--- config.mk ---
export PLATFORM = sky130hd
export DESIGN_NAME = double_hash_bucket_placement_unit
export DESIGN_NICKNAME = d
export VERILOG_FILES = /design/src/hdl/dhbp_pkg.sv /design/src/hdl/double_hash_bucket_placement_unit.sv /design/src/hdl/dhbp_ram.sv /design/src/hdl/dhbp_hash_mod.sv
export VERILOG_INCLUDE_DIRS = /design/src /design/src/hdl
export SDC_FILE = /design/constraint.sdc
export NUM_CORES = 1
export LEC_CHECK = 0
export ABC_AREA = 0
export BUFFER_PORTS_ARGS = -buffer_cell sky130_fd_sc_hd__buf_4
export CORE_UTILIZATION = 57
export DETAILED_ROUTE_END_ITERATION = 8
export HOLD_SLACK_MARGIN = 0.03
export PLACE_DENSITY = 0.86
export SLEW_MARGIN = 20
export SYNTH_ARGS = -nofsm -noshare
export SYNTH_HDL_FRONTEND = slang
export SYNTH_SLANG_ARGS = --single-unit
export TNS_END_PERCENT = 1
--- constraint.sdc ---
create_clock -name clk -period 5.3 [get_ports clk]
set_clock_uncertainty 0.05 [all_clocks]
set_input_delay 0.53 -clock clk [delete_from_list [all_inputs] [get_ports clk]]
set_output_delay 0.53 -clock clk [all_outputs]
set_load 0.01 [all_outputs]
--- src/hdl/double_hash_bucket_placement_unit_macros.svh ---
// Assertion macros used by the bucket placement top level.
`ifndef DOUBLE_HASH_BUCKET_PLACEMENT_UNIT_MACROS_SVH
`define DOUBLE_HASH_BUCKET_PLACEMENT_UNIT_MACROS_SVH

// Same-cycle implication, sampled on clk, off while rst_n is low.
`define DHBP_ASSERT_IMP(label, ante, cons, msg) \
    label: assert property (@(posedge clk) disable iff (!rst_n) (ante) |-> (cons)) \
        else $error(msg);

// Next-cycle implication, sampled on clk, off while rst_n is low.
`define DHBP_ASSERT_NXT(label, ante, cons, msg) \
    label: assert property (@(posedge clk) disable iff (!rst_n) (ante) |=> (cons)) \
        else $error(msg);

`endif

--- src/hdl/dhbp_pkg.sv ---
// Shared constants and types of the double-hash bucket placement block.
`timescale 1ns / 1ps

package dhbp_pkg;

    // Sizing
    localparam int MAX_BUCKETS  = 64;
    localparam int MAX_CAPACITY = 1024;
    localparam int CHAR_W       = 7;
    localparam int BUCKET_W     = $clog2(MAX_BUCKETS);
    localparam int COUNT_W      = BUCKET_W + 1;
    localparam int CAP_W        = $clog2(MAX_CAPACITY + 1);
    localparam int STEPS_W      = COUNT_W;

    // Hash arithmetic: both products fit in DIV_W bits for any 7-bit checksum
    localparam int DIV_W        = 24;
    localparam int DIV_CNT_W    = $clog2(DIV_W);
    localparam logic [DIV_W-1:0] HASH_MUL1 = DIV_W'(7919);
    localparam logic [DIV_W-1:0] HASH_MUL2 = DIV_W'(104729);
    localparam logic [DIV_W-1:0] HASH_ADD2 = DIV_W'(123);
    localparam logic [CHAR_W-1:0] SPACE_CHAR = CHAR_W'(8'h20);

    // Configuration port
    localparam int CFG_IDX_W  = 2;
    localparam int CFG_DATA_W = CAP_W;
    localparam logic [CFG_IDX_W-1:0] CFG_BUCKET_COUNT    = CFG_IDX_W'(0);
    localparam logic [CFG_IDX_W-1:0] CFG_BUCKET_CAPACITY = CFG_IDX_W'(1);

    // Request to the hash remainder unit
    typedef struct packed {
        logic              go;
        logic [CHAR_W-1:0] x;
    } mod_req_t;

    // Result of the hash remainder unit
    typedef struct packed {
        logic                done;
        logic [BUCKET_W-1:0] home;
        logic [BUCKET_W-1:0] step;
    } mod_res_t;

endpackage

--- src/hdl/double_hash_bucket_placement_unit.sv ---
// Top level: checksum, configuration, probe sequencer and bucket fill memory.
//
// Usage:
//   A name enters one 7-bit character per beat on name_char, taken at a rising
//   edge where start is high and busy is low; last_char marks its final beat.
//   A beat without last_char leaves busy low.
//   The final beat raises busy while both hash products of the checksum are
//   reduced modulo the bucket count by a bit-serial remainder unit, one
//   dividend bit at a time; then the probe walk reads and checks the fill
//   memory, each probe going through S_READ and S_CHECK, as reads are registered.
//   The result beat appears on done and lasts exactly one cycle; busy falls
//   with it, so a beat of the next name can be taken while done is high.
//   Configuration beats on cfg_valid/cfg_ready are always taken (index 0:
//   bucket count, index 1: bucket capacity; other indexes are ignored) and
//   must only be sent while busy is low.
//   Reset clears the checksum, all fill counts (through per-bucket valid
//   flags, no clearing pass), and sets bucket count 1, capacity 0.
//   The receiver cannot stall: a result is shown for one cycle only.
`timescale 1ns / 1ps
`include "double_hash_bucket_placement_unit_macros.svh"

module double_hash_bucket_placement_unit (
    input  logic                            clk,
    input  logic                            rst_n,
    input  logic                            start,
    output logic                            busy,
    input  logic [dhbp_pkg::CHAR_W-1:0]     name_char,
    input  logic                            last_char,
    output logic                            done,
    output logic [dhbp_pkg::BUCKET_W-1:0]   home_bucket,
    output logic [dhbp_pkg::BUCKET_W-1:0]   chosen_bucket,
    output logic [dhbp_pkg::STEPS_W-1:0]    probe_steps,
    output logic                            placed,
    input  logic                            cfg_valid,
    output logic                            cfg_ready,
    input  logic [dhbp_pkg::CFG_IDX_W-1:0]  cfg_index,
    input  logic [dhbp_pkg::CFG_DATA_W-1:0] cfg_data
);
    import dhbp_pkg::*;

    typedef enum logic [3:0] {
        S_IDLE  = 4'b0001,
        S_DIV   = 4'b0010,
        S_READ  = 4'b0100,
        S_CHECK = 4'b1000
    } state_t;

    state_t               state_reg, state_next;
    logic [CHAR_W-1:0]    xor_reg, xor_next;
    logic [COUNT_W-1:0]   count_reg;
    logic [CAP_W-1:0]     cap_reg;
    logic [MAX_BUCKETS-1:0] valid_reg, valid_next;
    logic                 done_reg, done_next;
    logic                 placed_reg, placed_next;
    logic [BUCKET_W-1:0]  home_reg, home_next;
    logic [BUCKET_W-1:0]  step_reg, step_next;
    logic [BUCKET_W-1:0]  b_reg, b_next;
    logic [STEPS_W-1:0]   k_reg, k_next;

    logic                 accept;
    logic [CHAR_W-1:0]    xor_fold;
    logic [COUNT_W-1:0]   n_eff;
    logic [CAP_W-1:0]     cap_eff;
    logic [CAP_W-1:0]     ram_rdata;
    logic [CAP_W-1:0]     fill_cur;
    logic [CAP_W-1:0]     fill_inc;
    logic                 has_room;
    logic                 ram_we;
    logic                 ram_re;
    logic [COUNT_W-1:0]   b_sum;
    logic [BUCKET_W-1:0]  b_adv;
    mod_req_t             mod_req;
    mod_res_t             mod_res;

    assign accept    = start && !busy;
    assign cfg_ready = 1'b1;

    // Clamp the registers to their usable ranges
    always_comb
    begin
        if (count_reg == '0)
        begin
            n_eff = COUNT_W'(1);
        end
        else if (count_reg > COUNT_W'(MAX_BUCKETS))
        begin
            n_eff = COUNT_W'(MAX_BUCKETS);
        end
        else
        begin
            n_eff = count_reg;
        end
        cap_eff = (cap_reg > CAP_W'(MAX_CAPACITY)) ? CAP_W'(MAX_CAPACITY) : cap_reg;
    end

    // Fold the character into the checksum unless it is a space
    assign xor_fold = (name_char == SPACE_CHAR) ? xor_reg : (xor_reg ^ name_char);

    // Launch the remainder unit on the final character
    assign mod_req.go = accept && last_char;
    assign mod_req.x  = xor_fold;

    dhbp_hash_mod u_hash_mod (
        .clk   (clk),
        .rst_n (rst_n),
        .req   (mod_req),
        .n     (n_eff),
        .res   (mod_res)
    );

    // Fill count of the probed bucket; a bucket never written reads as empty.
    // A write lands only in S_CHECK and a read only in S_READ, so read and
    // write never overlap on one entry.
    assign fill_cur = valid_reg[b_reg] ? ram_rdata : '0;
    assign fill_inc = fill_cur + CAP_W'(1);
    assign has_room = fill_cur < cap_eff;
    assign ram_re   = (state_reg == S_READ);
    assign ram_we   = (state_reg == S_CHECK) && has_room;

    dhbp_ram #(
        .WIDTH (CAP_W),
        .DEPTH (MAX_BUCKETS)
    ) u_fill_ram (
        .clk   (clk),
        .we    (ram_we),
        .waddr (b_reg),
        .wdata (fill_inc),
        .re    (ram_re),
        .raddr (b_reg),
        .rdata (ram_rdata)
    );

    // Next probe: step is already below n, so one subtract wraps the sum
    assign b_sum = COUNT_W'(b_reg) + COUNT_W'(step_reg);
    assign b_adv = (b_sum >= n_eff) ? BUCKET_W'(b_sum - n_eff) : b_sum[BUCKET_W-1:0];

    // Sequencer
    always_comb
    begin
        state_next  = state_reg;
        xor_next    = xor_reg;
        valid_next  = valid_reg;
        done_next   = 1'b0;
        placed_next = placed_reg;
        home_next   = home_reg;
        step_next   = step_reg;
        b_next      = b_reg;
        k_next      = k_reg;
        unique case (state_reg)
            S_IDLE:
            begin
                if (accept)
                begin
                    if (last_char)
                    begin
                        xor_next   = '0;
                        state_next = S_DIV;
                    end
                    else
                    begin
                        xor_next = xor_fold;
                    end
                end
            end
            S_DIV:
            begin
                if (mod_res.done)
                begin
                    home_next  = mod_res.home;
                    step_next  = mod_res.step;
                    b_next     = mod_res.home;
                    k_next     = '0;
                    state_next = S_READ;
                end
            end
            S_READ:
            begin
                state_next = S_CHECK;
            end
            S_CHECK:
            begin
                if (has_room)
                begin
                    // Place the item and mark the bucket as written
                    valid_next[b_reg] = 1'b1;
                    placed_next       = 1'b1;
                    done_next         = 1'b1;
                    state_next        = S_IDLE;
                end
                else if (k_reg == n_eff + COUNT_W'(1))
                begin
                    // Drop: every probe found a full bucket
                    placed_next = 1'b0;
                    done_next   = 1'b1;
                    state_next  = S_IDLE;
                end
                else
                begin
                    k_next     = k_reg + STEPS_W'(1);
                    b_next     = b_adv;
                    state_next = S_READ;
                end
            end
            default:
            begin
                state_next = S_IDLE;
            end
        endcase
    end

    // Control state
    always_ff @(posedge clk or negedge rst_n)
    begin
        if (!rst_n)
        begin
            state_reg  <= S_IDLE;
            xor_reg    <= '0;
            valid_reg  <= '0;
            done_reg   <= 1'b0;
            placed_reg <= 1'b0;
        end
        else
        begin
            state_reg  <= state_next;
            xor_reg    <= xor_next;
            valid_reg  <= valid_next;
            done_reg   <= done_next;
            placed_reg <= placed_next;
        end
    end

    // Configuration registers
    always_ff @(posedge clk or negedge rst_n)
    begin
        if (!rst_n)
        begin
            count_reg <= COUNT_W'(1);
            cap_reg   <= '0;
        end
        else if (cfg_valid && cfg_ready)
        begin
            if (cfg_index == CFG_BUCKET_COUNT)
            begin
                count_reg <= cfg_data[COUNT_W-1:0];
            end
            else if (cfg_index == CFG_BUCKET_CAPACITY)
            begin
                cap_reg <= cfg_data[CAP_W-1:0];
            end
        end
    end

    // Probe payload
    always_ff @(posedge clk)
    begin
        home_reg <= home_next;
        step_reg <= step_next;
        b_reg    <= b_next;
        k_reg    <= k_next;
    end

    // Result beat
    assign busy          = (state_reg != S_IDLE);
    assign done          = done_reg;
    assign home_bucket   = home_reg;
    assign chosen_bucket = placed_reg ? b_reg : '0;
    assign probe_steps   = k_reg;
    assign placed        = placed_reg;

    `DHBP_ASSERT_IMP(a_chosen_in_range, done_reg && placed_reg, COUNT_W'(b_reg) < n_eff, "placed bucket lies beyond the bucket count")
    `DHBP_ASSERT_IMP(a_drop_full_walk, done_reg && !placed_reg, k_reg == n_eff + COUNT_W'(1), "item dropped before the full probe walk")
    `DHBP_ASSERT_IMP(a_probe_bound, state_reg == S_CHECK, k_reg <= n_eff + COUNT_W'(1), "probe count ran past the bucket count plus one")
    `DHBP_ASSERT_NXT(a_room_places, (state_reg == S_CHECK) && has_room, done_reg && placed_reg && (state_reg == S_IDLE), "room found but no placement beat")

endmodule

--- src/hdl/dhbp_ram.sv ---
// Generic single-write, single-read synchronous RAM with registered read data.
`timescale 1ns / 1ps

module dhbp_ram #(
    parameter int WIDTH = 8,
    parameter int DEPTH = 64
) (
    input  logic                     clk,
    input  logic                     we,
    input  logic [$clog2(DEPTH)-1:0] waddr,
    input  logic [WIDTH-1:0]         wdata,
    input  logic                     re,
    input  logic [$clog2(DEPTH)-1:0] raddr,
    output logic [WIDTH-1:0]         rdata
);

    logic [WIDTH-1:0] mem [DEPTH];

    // Write port
    always_ff @(posedge clk)
    begin
        if (we)
        begin
            mem[waddr] <= wdata;
        end
    end

    // Registered read port
    always_ff @(posedge clk)
    begin
        if (re)
        begin
            rdata <= mem[raddr];
        end
    end

endmodule

--- src/hdl/dhbp_hash_mod.sv ---
// Bit-serial remainder unit: reduces both hash products modulo the bucket count.
`timescale 1ns / 1ps

module dhbp_hash_mod (
    input  logic                          clk,
    input  logic                          rst_n,
    input  dhbp_pkg::mod_req_t            req,
    input  logic [dhbp_pkg::COUNT_W-1:0]  n,
    output dhbp_pkg::mod_res_t            res
);
    import dhbp_pkg::*;

    logic                 busy_reg, busy_next;
    logic                 done_reg, done_next;
    logic [DIV_CNT_W-1:0] cnt_reg, cnt_next;
    logic [DIV_W-1:0]     h1_reg, h1_next;
    logic [DIV_W-1:0]     h2_reg, h2_next;
    logic [BUCKET_W-1:0]  r1_reg, r1_next;
    logic [BUCKET_W-1:0]  r2_reg, r2_next;
    logic [COUNT_W-1:0]   t1, t2;

    // Shift in the next dividend bit; one subtract keeps each remainder below n
    assign t1 = {r1_reg, h1_reg[DIV_W-1]};
    assign t2 = {r2_reg, h2_reg[DIV_W-1]};

    always_comb
    begin
        busy_next = busy_reg;
        done_next = 1'b0;
        cnt_next  = cnt_reg;
        h1_next   = h1_reg;
        h2_next   = h2_reg;
        r1_next   = r1_reg;
        r2_next   = r2_reg;
        if (req.go)
        begin
            // Load both products of the checksum
            busy_next = 1'b1;
            cnt_next  = '0;
            h1_next   = HASH_MUL1 * DIV_W'(req.x);
            h2_next   = HASH_MUL2 * DIV_W'(req.x) + HASH_ADD2;
            r1_next   = '0;
            r2_next   = '0;
        end
        else if (busy_reg)
        begin
            h1_next = {h1_reg[DIV_W-2:0], 1'b0};
            h2_next = {h2_reg[DIV_W-2:0], 1'b0};
            r1_next = (t1 >= n) ? BUCKET_W'(t1 - n) : t1[BUCKET_W-1:0];
            r2_next = (t2 >= n) ? BUCKET_W'(t2 - n) : t2[BUCKET_W-1:0];
            cnt_next = cnt_reg + DIV_CNT_W'(1);
            if (cnt_reg == DIV_CNT_W'(DIV_W - 1))
            begin
                busy_next = 1'b0;
                done_next = 1'b1;
            end
        end
    end

    // Control state
    always_ff @(posedge clk or negedge rst_n)
    begin
        if (!rst_n)
        begin
            busy_reg <= 1'b0;
            done_reg <= 1'b0;
            cnt_reg  <= '0;
        end
        else
        begin
            busy_reg <= busy_next;
            done_reg <= done_next;
            cnt_reg  <= cnt_next;
        end
    end

    // Datapath
    always_ff @(posedge clk)
    begin
        h1_reg <= h1_next;
        h2_reg <= h2_next;
        r1_reg <= r1_next;
        r2_reg <= r2_next;
    end

    assign res.done = done_reg;
    assign res.home = r1_reg;
    assign res.step = r2_reg;

endmodule

==> metrics.log <==
[metrics] Iter 0 DRT Violations: between 4000 and 5000
[metrics] ratio of final minimum period to clock period: between 90% and 100%
[metrics] final number of max-transition violations: 0
[metrics] count of antenna-violating nets left after detailed routing: 0
[metrics] cell count after placement: between 3000 and 4000
[metrics] most instantiated library cell after synthesis: sky130_fd_sc_hd__edfxtp_1
[metrics] number of global-route vias before repair: 26800
[metrics] detailed-route via count: roughly 27000
[metrics] worst r2r src: b_reg[0]
[metrics] antenna violations before repair: 1
[metrics] area occupied by multi-input gates: ~13000 sq um
[metrics] top fanout value on the critical path: between 60 and 70
[metrics] boundary pin count: 48
[metrics] floorplan die area: 70000 sq um
[metrics] Die Ht: 265 microns
[metrics] pin count of the biggest net entering global routing: just under 100
[metrics] top post-synthesis cells by area: sky130_fd_sc_hd__edfxtp_1, sky130_fd_sc_hd__dfrtp_1, sky130_fd_sc_hd__ha_1, sky130_fd_sc_hd__a22oi_1, sky130_fd_sc_hd__fa_1
[metrics] worst-case reg-to-reg path depth: 18
[metrics] clock network latency to the later pin of the worst-skew pair: approximately 0.65 ns
[metrics] total congestion overflow: 0
[metrics] wire length of the first global-routing pass: around 160000 microns
[metrics] area growth from synthesis to layout: 15.9%
[metrics] sequential cell area in the final layout: roughly 26000 sq um
[metrics] sequential area share after synthesis: between 60% and 70%
[metrics] width of the die: approximately 260 microns
[metrics] flip-flop count of the largest register after layout: between 700 and 800
[metrics] number of sinks on the clock net: 902
[metrics] critical path data required time: around 5.6 ns
[metrics] instance area at placement: 42400 sq um
[metrics] IR Drop Worst-Case VDD: a little over 0.9 mV
[metrics] count of antenna diodes in the layout: 0
[metrics] power density cells: 674 nW/um^2
[metrics] data arrival time of the critical path: around 5.6 ns
[metrics] count of state elements after synthesis: 902
[metrics] post-route insts no fill: roughly 3900
[metrics] Static Leak: 0.0167 uW
[metrics] overall track demand over capacity in global routing: 30.7%
[metrics] number of rows created at floorplan: 95
[metrics] Inserted Clock Buffers: 88
[metrics] H-tree level count: 3
[metrics] Worst Max-Slew Pin Slew: approximately 1.3 ns
[metrics] Clk Tree Root Cell: sky130_fd_sc_hd__clkbuf_16
[metrics] post-detailed-route via-to-cell ratio: about 7
[metrics] final hold violation count: 0
[metrics] shortest clock period the worst path allows after layout: approximately 5.3 ns
[metrics] critical path capture point type: flip-flop
[metrics] final core occ: between 60% and 70%
[metrics] net count of the finished layout: between 3000 and 4000
[metrics] gate count of the mapped netlist: ~2700
[metrics] Setup violations, final: 0
[metrics] Reg2Reg Capture Point: u_fill_ram.mem[6][8]
[metrics] First-pass DRT Iterations: 8
[metrics] clock slew seen by the registers of the worst setup and hold paths: approximately 0.06 ns
[metrics] DRC viols: 0
[metrics] beginning of the critical path: b_reg[0]
[metrics] synthesized cell area: 39300 sq um
[metrics] average cell area after synthesis: roughly 15 sq um
[metrics] async set-or-reset flop fraction in the synthesized netlist: a little under an eighth
[metrics] run status: finished, final reports clean
[metrics] fill cell instance count of the final layout: between 4000 and 5000
[metrics] warnings from Yosys: 0
[metrics] post-route design area: roughly 46000 sq um
[metrics] port bufs: 46
[metrics] setup repair after global routing missed its margin: true
[metrics] DR WL/cell: approximately 29 microns
[metrics] type of the most critical hold path: input pin to flip-flop
[metrics] hpwl dp: roughly 64000 microns
[metrics] routability cong.: roughly 0.95
[metrics] Detailed Route WL: about 110000 microns
[metrics] most common flop cell mapped by yosys: sky130_fd_sc_hd__edfxtp_1
[metrics] number of flops mapped to enable cells by yosys: slightly below 800
[metrics] number of distinct standard cells referenced by the synthesized netlist: between 70 and 80
[metrics] initial standard-cell utilization of the core: roughly three fifths
[metrics] Total Negative Setup Slacks: 0 ns
[metrics] number of nets produced by synthesis: between 2000 and 3000
[metrics] TritonCTS clock tree: done
[metrics] R2R Setup Slk: roughly 0.002 ns
[metrics] maximum count of clock buffers along a single path: 3
[metrics] Yosys top cell area share: 59.9%
[metrics] number of violations of the max-capacitance limit: 0
[metrics] area leader, netlist: sky130_fd_sc_hd__edfxtp_1
[metrics] kind of launch point of the worst setup path: flip-flop
[metrics] achievable clock frequency: 189 MHz
[metrics] proportion of layout cells with a drive suffix above 1: about a fifth
[metrics] type of the setup path with the least slack: flip-flop to flip-flop
[metrics] most frequent cells after synthesis: sky130_fd_sc_hd__edfxtp_1, sky130_fd_sc_hd__a22oi_1, sky130_fd_sc_hd__nand2_1
[metrics] core box area: between 60000 and 70000 sq um
[metrics] worst slew margin relative to its limit: 15.2%
[metrics] Critical Path Sink: u_fill_ram.mem[6][8]
per-layer routing:
| metal | track usage [%] | wire, microns |
|---|---|---|
| met3 | 8.96 | 14800 |
| met1 | 38.0 | 37000 |
| met2 | 48.9 | 52200 |
| met4 | 16.5 | 6180 |
| met5 | 0.208 | 13 |
layout by cell type (no fill, tap or decap), types with 8 or more instances in the layout:
master                      instances
sky130_fd_sc_hd__edfxtp_1         784
sky130_fd_sc_hd__buf_4            268
sky130_fd_sc_hd__a22oi_1          211
sky130_fd_sc_hd__nand2_1          151
sky130_fd_sc_hd__ha_1             131
sky130_fd_sc_hd__inv_1            112
sky130_fd_sc_hd__dfrtp_1          100
sky130_fd_sc_hd__clkbuf_16         89
sky130_fd_sc_hd__a31oi_1           77
sky130_fd_sc_hd__a22o_1            76
sky130_fd_sc_hd__a221oi_1          76
sky130_fd_sc_hd__o21ai_0           70
sky130_fd_sc_hd__nor2_1            69
sky130_fd_sc_hd__a21oi_1           57
sky130_fd_sc_hd__fa_1              49
sky130_fd_sc_hd__a31o_2            48
sky130_fd_sc_hd__xnor2_1           42
sky130_fd_sc_hd__nand3_1           35
sky130_fd_sc_hd__xor2_1            34
sky130_fd_sc_hd__nor3_1            33
sky130_fd_sc_hd__nor3_2            32
sky130_fd_sc_hd__mux2i_1           27
sky130_fd_sc_hd__clkbuf_1          22
sky130_fd_sc_hd__mux2_2            21
sky130_fd_sc_hd__and2_1            20
sky130_fd_sc_hd__nand4_1           18
sky130_fd_sc_hd__nor4_1            17
sky130_fd_sc_hd__nor4_2            16
sky130_fd_sc_hd__a41o_1            16
sky130_fd_sc_hd__dfxtp_1           16
sky130_fd_sc_hd__clkinv_1          15
sky130_fd_sc_hd__a21o_1            14
sky130_fd_sc_hd__clkinv_2          13
sky130_fd_sc_hd__a211oi_1          12
sky130_fd_sc_hd__nand2b_1          11
sky130_fd_sc_hd__and3_1            11
sky130_fd_sc_hd__nor2b_1           11
sky130_fd_sc_hd__o31ai_1           10
sky130_fd_sc_hd__buf_12             8
power by group:
group | internal (uW) | switching (uW) | leakage [uW]
Clock | 3480 | 2680 | 0.00137
Combinational | 7990 | 8280 | 0.00661
Sequential | 8090 | 186 | 0.00872
Total | 19600 | 11100 | 0.0167
cell type report:
type	instances	share of cell area (%)
Clock inverter	47	1.04
Timing Repair Buffer	282	4.92
Sequential cell	902	58.0
Tap cell	873	2.40
Multi-Input combinational cell	1531	27.5
Clock buffer	113	5.13
Inverter	117	0.964
worst min-delay path by stage:
stage	start	cells past startpoint	end	slack [ns]
final	cfg_data[8]	2	cap_reg[8]	0.08
after global routing	cfg_data[4]	2	cap_reg[4]	0.06
after CTS	cfg_data[6]	3	count_reg[6]	0.06
after detailed placement	valid_reg[60]	1	valid_reg[60]	0.40
after global placement	valid_reg[60]	1	valid_reg[60]	0.39
after floorplan	rst_n	0	cap_reg[0]	0.18
metrics by stage:
stage / hold WS [ns] / setup WS [ns] / power, uW
floorplan: 0.184 / -0.348 / 18500
global placement: 0.392 / -0.540 / 22800
detailed placement: 0.402 / -0.605 / 23500
CTS: 0.0601 / 0.0229 / 29700
global route: 0.0626 / -0.119 / 32800
finish: 0.0807 / 0.00198 / 30700
critical path, stage by stage (launching register included):
cell	delay, ns
sky130_fd_sc_hd__edfxtp_1	0.37
sky130_fd_sc_hd__buf_12	0.14
sky130_fd_sc_hd__mux4_2	0.52
sky130_fd_sc_hd__a221oi_1	0.32
sky130_fd_sc_hd__o22ai_1	0.16
sky130_fd_sc_hd__a211oi_2	0.42
sky130_fd_sc_hd__nand3_4	0.22
sky130_fd_sc_hd__and2_1	0.28
sky130_fd_sc_hd__ha_1	0.34
sky130_fd_sc_hd__a21o_1	0.16
sky130_fd_sc_hd__a21o_1	0.17
sky130_fd_sc_hd__a21oi_1	0.16
sky130_fd_sc_hd__nor2b_1	0.06
sky130_fd_sc_hd__o21ai_0	0.16
sky130_fd_sc_hd__nand2_1	0.14
sky130_fd_sc_hd__a221o_2	0.39
sky130_fd_sc_hd__buf_12	0.21
sky130_fd_sc_hd__nor3_2	0.32
sky130_fd_sc_hd__buf_4	0.30
cells by family after synthesis:
family                     count (synthesis)  synth area share, %
DFF                                      902                 67.2
AOI/OAI and AO/OA                        729                 13.7
and+or+nand+nor                          476                 5.97
buffers and inverters                    268                 2.62
adders and majority gates                188                 6.94
xor gates and xnor gates                  82                 1.83
muxes                                     55                 1.69
other                                      1              0.00955
what timing repair did:
item | 4_1_cts | 5_1_grt
hold buffers | 1 | 0
cloned | 0 | 0
pin swaps | 0 | 8
setup endpoints to repair | 717 | 631
endpoints found under the hold margin | 45 | 0
gates resized for setup | 2 | 46
buffers inserted | 1 | 2
No activity file was read; power rests on OpenSTA's default activity.
